### config.mk
export PLATFORM = sky130hd
export DESIGN_NAME = signed_decimal_formatter_core
export DESIGN_NICKNAME = d
export VERILOG_FILES = /design/src/hw/rtl/sdf_pkg.sv /design/src/hw/rtl/signed_decimal_formatter_core.sv /design/src/hw/rtl/sdf_conv_stage.sv /design/src/hw/rtl/sdf_emitter.sv
export SDC_FILE = /design/constraint.sdc
export NUM_CORES = 1
export LEC_CHECK = 0
export ABC_CLOCK_PERIOD_IN_PS = 7800
export BUFFER_PORTS_ARGS = -buffer_cell sky130_fd_sc_hd__buf_2
export CORE_MARGIN = 2
export CORE_UTILIZATION = 34
export DETAILED_ROUTE_END_ITERATION = 12
export MAX_ROUTING_LAYER = met4
export PLACE_DENSITY = 0.51
export SLEW_MARGIN = 20
export SYNTH_ARGS = -nofsm -noshare
export SYNTH_HDL_FRONTEND = slang
export SYNTH_SLANG_ARGS = --single-unit
export TNS_END_PERCENT = 10
### constraint.sdc
create_clock -name aclk -period 7.8 [get_ports aclk]
set_input_delay 1.56 -clock aclk [delete_from_list [all_inputs] [get_ports aclk]]
set_output_delay 1.56 -clock aclk [all_outputs]
set_load 0.005 [all_outputs]
### src/hw/rtl/sdf_pkg.sv
// ----------------------------------------------------------------------------
// sdf_pkg
// shared widths, character codes and stage types of the decimal formatter
// ----------------------------------------------------------------------------
package sdf_pkg;

    localparam int ValueWidth  = 32;
    localparam int NumDigits   = 10;
    localparam int BcdWidth    = 4 * NumDigits;
    localparam int CharWidth   = 8;
    localparam int BitsPerStep = 8;
    localparam int NumSteps    = ValueWidth / BitsPerStep;

    localparam logic [CharWidth-1:0] ChZero  = 8'h30;
    localparam logic [CharWidth-1:0] ChMinus = 8'h2d;
    localparam logic [CharWidth-1:0] ChSpace = 8'h20;

    // prefix kind carried with the digits
    typedef enum logic [1:0] {
        PFX_NONE  = 2'd0,
        PFX_MINUS = 2'd1,
        PFX_SPACE = 2'd2,
        PFX_ERR   = 2'd3
    } prefix_t;

    // one word in flight through the conversion stages
    typedef struct packed {
        logic [ValueWidth-1:0] mag;
        logic [BcdWidth-1:0]   bcd;
        prefix_t               prefix;
    } conv_t;

    // one double-dabble step: add three to every digit at five or above, shift in a bit
    function automatic logic [BcdWidth-1:0] dabble(input logic [BcdWidth-1:0] b,
                                                   input logic in_bit);
        logic [BcdWidth-1:0] t;
        t = b;
        for (int d = 0; d < NumDigits; d++) begin
            if (t[4*d +: 4] >= 4'd5) begin
                t[4*d +: 4] = t[4*d +: 4] + 4'd3;
            end
        end
        return {t[BcdWidth-2:0], in_bit};
    endfunction

endpackage

### src/hw/rtl/signed_decimal_formatter_core.sv
// ----------------------------------------------------------------------------
// signed_decimal_formatter_core
// signed 32-bit integer to decimal ascii text, one character per word
// ----------------------------------------------------------------------------
// A number enters, passes an input register and four conversion stages of
// eight double-dabble steps each, then sits in the character emitter, which
// sends one character per cycle while the receiver is ready (1 to 11 per
// number) and takes the next number on the cycle it sends the last one.
// Throughput is set by the emitter. Short flag with an out of range value
// gives "-1".
module signed_decimal_formatter_core (
    input  logic                          aclk,
    input  logic                          aresetn,
    input  logic                          s_tvalid,
    output logic                          s_tready,
    input  logic [sdf_pkg::ValueWidth-1:0] s_tdata,  // value[31:0]
    input  logic [1:0]                    s_tuser,   // short_flag, space_flag
    output logic                          m_tvalid,
    input  logic                          m_tready,
    output logic [sdf_pkg::CharWidth-1:0] m_tdata,   // character[7:0]
    output logic                          m_tlast
);
    import sdf_pkg::*;

    logic  en;
    logic  emit_ready;
    logic  v0_reg;
    conv_t w0_reg;
    conv_t w0_next;
    logic  [NumSteps:0] vld;
    conv_t wrd [NumSteps+1];
    logic  [ValueWidth-1:0] biased;
    logic  neg;

    assign neg    = s_tdata[ValueWidth-1];
    assign biased = s_tdata + 32'h0000_8000;

    always_comb begin
        w0_next.bcd = '0;
        if (s_tuser[1] && biased[ValueWidth-1:16] != '0) begin
            w0_next.prefix = PFX_ERR;
            w0_next.mag    = '0;
        end else if (neg) begin
            w0_next.prefix = PFX_MINUS;
            w0_next.mag    = -s_tdata;
        end else begin
            w0_next.prefix = s_tuser[0] ? PFX_SPACE : PFX_NONE;
            w0_next.mag    = s_tdata;
        end
    end

    // whole pipe advances when the emitter can take, or the tail is empty
    assign en       = emit_ready || !vld[NumSteps];
    assign s_tready = en;

    always_ff @(posedge aclk) begin
        if (!aresetn) begin
            v0_reg <= 1'b0;
        end else if (en) begin
            v0_reg <= s_tvalid;
        end
    end

    always_ff @(posedge aclk) begin
        if (en) begin
            w0_reg <= w0_next;
        end
    end

    assign vld[0] = v0_reg;
    assign wrd[0] = w0_reg;

    for (genvar g = 0; g < NumSteps; g++) begin : g_conv
        sdf_conv_stage u_stage (
            .aclk     (aclk),
            .aresetn  (aresetn),
            .en       (en),
            .in_valid (vld[g]),
            .in_word  (wrd[g]),
            .out_valid(vld[g+1]),
            .out_word (wrd[g+1])
        );
    end

    sdf_emitter u_emit (
        .aclk    (aclk),
        .aresetn (aresetn),
        .in_valid(vld[NumSteps]),
        .in_ready(emit_ready),
        .in_word (wrd[NumSteps]),
        .m_tvalid(m_tvalid),
        .m_tready(m_tready),
        .m_tdata (m_tdata),
        .m_tlast (m_tlast)
    );

    // emitted character is always a digit, minus or space
    a_char_ok: assert property (@(posedge aclk) disable iff (!aresetn)
        m_tvalid |-> ((m_tdata >= ChZero && m_tdata <= 8'h39) ||
                      m_tdata == ChMinus || m_tdata == ChSpace))
        else $error("bad character");

    // a stalled character holds
    a_hold: assert property (@(posedge aclk) disable iff (!aresetn)
        m_tvalid && !m_tready |=> m_tvalid && $stable(m_tdata) && $stable(m_tlast))
        else $error("output changed under stall");

    // a stall at the tail freezes the pipe
    a_freeze: assert property (@(posedge aclk) disable iff (!aresetn)
        vld[NumSteps] && !emit_ready |-> !s_tready)
        else $error("pipe advanced into busy emitter");
endmodule

### src/hw/rtl/sdf_conv_stage.sv
// ----------------------------------------------------------------------------
// sdf_conv_stage
// one pipeline stage of binary to bcd conversion, eight bits per stage
// ----------------------------------------------------------------------------
module sdf_conv_stage (
    input  logic           aclk,
    input  logic           aresetn,
    input  logic           en,
    input  logic           in_valid,
    input  sdf_pkg::conv_t in_word,
    output logic           out_valid,
    output sdf_pkg::conv_t out_word
);
    import sdf_pkg::*;

    logic  valid_reg;
    conv_t word_reg;
    conv_t word_next;

    always_comb begin
        word_next = in_word;
        for (int i = 0; i < BitsPerStep; i++) begin
            word_next.bcd = dabble(word_next.bcd, word_next.mag[ValueWidth-1]);
            word_next.mag = {word_next.mag[ValueWidth-2:0], 1'b0};
        end
    end

    always_ff @(posedge aclk) begin
        if (!aresetn) begin
            valid_reg <= 1'b0;
        end else if (en) begin
            valid_reg <= in_valid;
        end
    end

    always_ff @(posedge aclk) begin
        if (en) begin
            word_reg <= word_next;
        end
    end

    assign out_valid = valid_reg;
    assign out_word  = word_reg;
endmodule

### src/hw/rtl/sdf_emitter.sv
// ----------------------------------------------------------------------------
// sdf_emitter
// holds one converted number and streams its characters out
// ----------------------------------------------------------------------------
module sdf_emitter (
    input  logic                           aclk,
    input  logic                           aresetn,
    input  logic                           in_valid,
    output logic                           in_ready,
    input  sdf_pkg::conv_t                 in_word,
    output logic                           m_tvalid,
    input  logic                           m_tready,
    output logic [sdf_pkg::CharWidth-1:0]  m_tdata,
    output logic                           m_tlast
);
    import sdf_pkg::*;

    localparam int IdxWidth = $clog2(NumDigits + 1);

    logic                busy_reg;
    logic                pfx_pend_reg;
    logic [CharWidth-1:0] pfx_char_reg;
    logic [BcdWidth-1:0] bcd_reg;
    logic [IdxWidth-1:0] idx_reg;     // digit being sent, counted from the top
    logic                err_reg;
    logic [IdxWidth-1:0] first_idx;
    logic [3:0]          cur_digit;
    logic                is_last;

    // find the leading nonzero digit; zero keeps the lowest one
    always_comb begin
        first_idx = IdxWidth'(NumDigits - 1);
        for (int d = 0; d < NumDigits; d++) begin
            if (in_word.bcd[4*d +: 4] != 4'd0) begin
                first_idx = IdxWidth'(NumDigits - 1 - d);
            end
        end
    end

    assign cur_digit = err_reg ? 4'd1 : bcd_reg[BcdWidth-1 -: 4];
    assign is_last   = !pfx_pend_reg && (err_reg || idx_reg == IdxWidth'(NumDigits - 1));
    assign in_ready  = !busy_reg || (m_tready && is_last);
    assign m_tvalid  = busy_reg;
    assign m_tdata   = pfx_pend_reg ? pfx_char_reg : (ChZero | {4'd0, cur_digit});
    assign m_tlast   = is_last;

    always_ff @(posedge aclk) begin
        if (!aresetn) begin
            busy_reg <= 1'b0;
        end else if (in_valid && in_ready) begin
            busy_reg <= 1'b1;
        end else if (m_tready && is_last) begin
            busy_reg <= 1'b0;
        end
    end

    always_ff @(posedge aclk) begin
        if (in_valid && in_ready) begin
            err_reg      <= in_word.prefix == PFX_ERR;
            pfx_pend_reg <= in_word.prefix != PFX_NONE;
            pfx_char_reg <= (in_word.prefix == PFX_SPACE) ? ChSpace : ChMinus;
            idx_reg      <= first_idx;
            bcd_reg      <= in_word.bcd << (4 * first_idx);
        end else if (busy_reg && m_tready) begin
            if (pfx_pend_reg) begin
                pfx_pend_reg <= 1'b0;
            end else begin
                idx_reg <= idx_reg + 1'b1;
                bcd_reg <= {bcd_reg[BcdWidth-5:0], 4'd0};
            end
        end
    end
endmodule

==> reports/metrics.cfg <==
[timing]
max_freq_mhz=138
rsz0062_at_grt=true
post-route-min-period_ps=7240
maxSlewHeadroom_pct=31.4
finClkSkew_ps=36.6
setup_viol=0
slew_violations=0
hold_violations=0
worst_slew_pin_slew_ps=1030
tns_ps=0
min_period_over_period_pct=92.8

[routing]
met3_length_mm=1.88
routed.top_layer=met4
detail_route.wl_per_cell_microns=13.7
first_pass_iters=7
vias_per_cell=5.49
met1Wirelength_mm=35.4
finalWirelength_mm=67.4
met2_length_mm=29.2
drc_errors=0
vias=26900
drt-initial-drc-count=1818
ant_nets=0

[critical_path]
crit_path_end_kind=flop
slowest_delay_ps=510
cpMaxStageDelayCell=xnor3_1
r2r-start=g_conv[1].u_stage.out_word[14]$_DFFE_PP_
critical_path_required_ps=8130
cp-startpoint=g_conv[1].u_stage.out_word[14]$_DFFE_PP_
crit_top_cell=ha_1
path_max_fanout=9
critical-path-top-delay-family=compound AO/OA/AOI/OAI gates
crit_path_start_kind=flop
critPathBufInv=3
crit_type=reg2reg
cp.arrival_ps=7570

[placement]
io_buffers=45
hpwl_mm=50.1
gp_congestion=0.801

[synthesis]
syn-cell-area_sq_um=30300
synth_edf_count=239
synth_cells=3732
ys.flop_type=edfxtp_1
async_reset_ff_share_pct=0
yosysWarnings=0
avgSynthCellArea_sq_um=8.13
synth.most_common_cell=nand2_1
synth_top_area_share_pct=23.7
synth_area_leader_cell=edfxtp_1
synth.area.top_cells=edfxtp_1 24%, ha_1 6.1%, mux2i_1 4.7%
yosys-top-cells-count=318 x nand2_1, 312 x nor2_1, 277 x a21oi_1, 239 x edfxtp_1, 239 x o21ai_0
ys_seq_elements=245
seq_area_frac_synth_pct=24.0
synth_cell_types=151

[floorplanning]
fp.dieW_microns=303
dieArea_sq_um=91600
rows=109
ioPinCount=49
core_area_sq_um=88400
start_util_pct=34.3
dieHeight_microns=303

[run]
drv_cap=0

[cells_and_area]
multi_input_area_sq_um=21800
post-route-util_pct=37.2
antennaDiodeCount=0
layout.nets=3893
drive_gt1_share_pct=11.9
synthToLayoutAreaGrowth_pct=8.43
largest_reg_flops=158
fillers=9076
register_area_sq_um=7300

[clock_network]
cts_htree_levels=2
root_buffer=clkbuf_16
cts_tree=done
clockBufferDepth=3
cts_buffers=35
clock_latency_ps=560
cts.sinks=245
clk_pin_slew_worst_paths_ps=60

[status]
outcome=finished clean

[global_route]
antenna_found_initial=0
grt_pass1_vias=24200
grt-ovfl-total=0
grt_max_degree=76
grt_first_pass_wirelength_mm=116
grt.total_usage_pct=14.9

[min_path]
min_path_type=reg2reg
min_from=w0_reg[47]$_SDFFCE_PP0P_

[cell type report]
type,instances,share of cell area (%)
inverters,221,2.52
repair buffers,74,1.35
well taps,1165,4.43
clock buffers,46,2.85
clock inverters,17,0.494
flip-flops and latches,245,22.2
multi-input cells,3131,66.2
[stage by stage]
| stage | setup slack (ps) | hold WS [ps] | instances | instance area [sq um] |
|---|---|---|---|---|
| final | 564 | 417 | 4899 | 32900 |
| after global routing | -0.185 | 420 | 4899 | 32900 |
| after CTS | 508 | 418 | 4898 | 32800 |
| after detailed placement | 523 | 405 | 4835 | 31700 |
| after global placement | 595 | 400 | 4835 | 31700 |
| after floorplan | 370 | 400 | 3733 | 30300 |
[worst paths after layout]
kind / depth (start not counted) / end / slack [ps]
max reg2reg: 28 / g_conv[2].u_stage.out_word[26]$_DFFE_PP_ / 560
min reg2reg: 0 / g_conv[0].u_stage.out_word[55]$_DFFE_PP_ / 420
min: 0 / g_conv[0].u_stage.out_word[55]$_DFFE_PP_ / 420
max: 28 / g_conv[2].u_stage.out_word[26]$_DFFE_PP_ / 560
[placed cells by master, fill, tap and decap left out, types with 53 or more instances in the layout]
| cell | n |
|---|---|
| a211oi_1 | 74 |
| a21oi_1 | 274 |
| and2_1 | 53 |
| edfxtp_1 | 239 |
| ha_1 | 147 |
| inv_1 | 205 |
| mux2_2 | 63 |
| mux2i_1 | 141 |
| nand2_1 | 316 |
| nand3_1 | 88 |
| nor2_1 | 311 |
| nor3_1 | 96 |
| o21ai_0 | 237 |
| o21ai_1 | 57 |
| xnor2_1 | 72 |
[what timing repair did]
item,in CTS,in global routing
setup buffers,0,1
hold buffers,0,0
gates resized for setup,0,16
endpoints found under the setup margin,0,35
[metal layers]
metal | up-vias | GRT usage [%]
met5 | - | -
met4 | 0 | 2.90
met3 | 58 | 1.75
met2 | 298 | 22.6
met1 | 12300 | 21.2
li1 | 14200 | -
[cell families after synthesis]
| logic type | count (synthesis) | share of synthesized area, % |
|---|---|---|
| adders and majority gates | 156 | 6.36 |
| and+or+nand+nor | 1260 | 20.8 |
| other | 2 | 0.0248 |
| xor gates and xnor gates | 127 | 3.91 |
| DFF | 245 | 24.0 |
| muxes | 221 | 7.86 |
| AOI/OAI and AO/OA | 1364 | 32.4 |
| buffers and inverters | 357 | 4.64 |
Power is not shown: default switching activity piles up to over one toggle a cycle in this logic, so the estimate is an artifact.
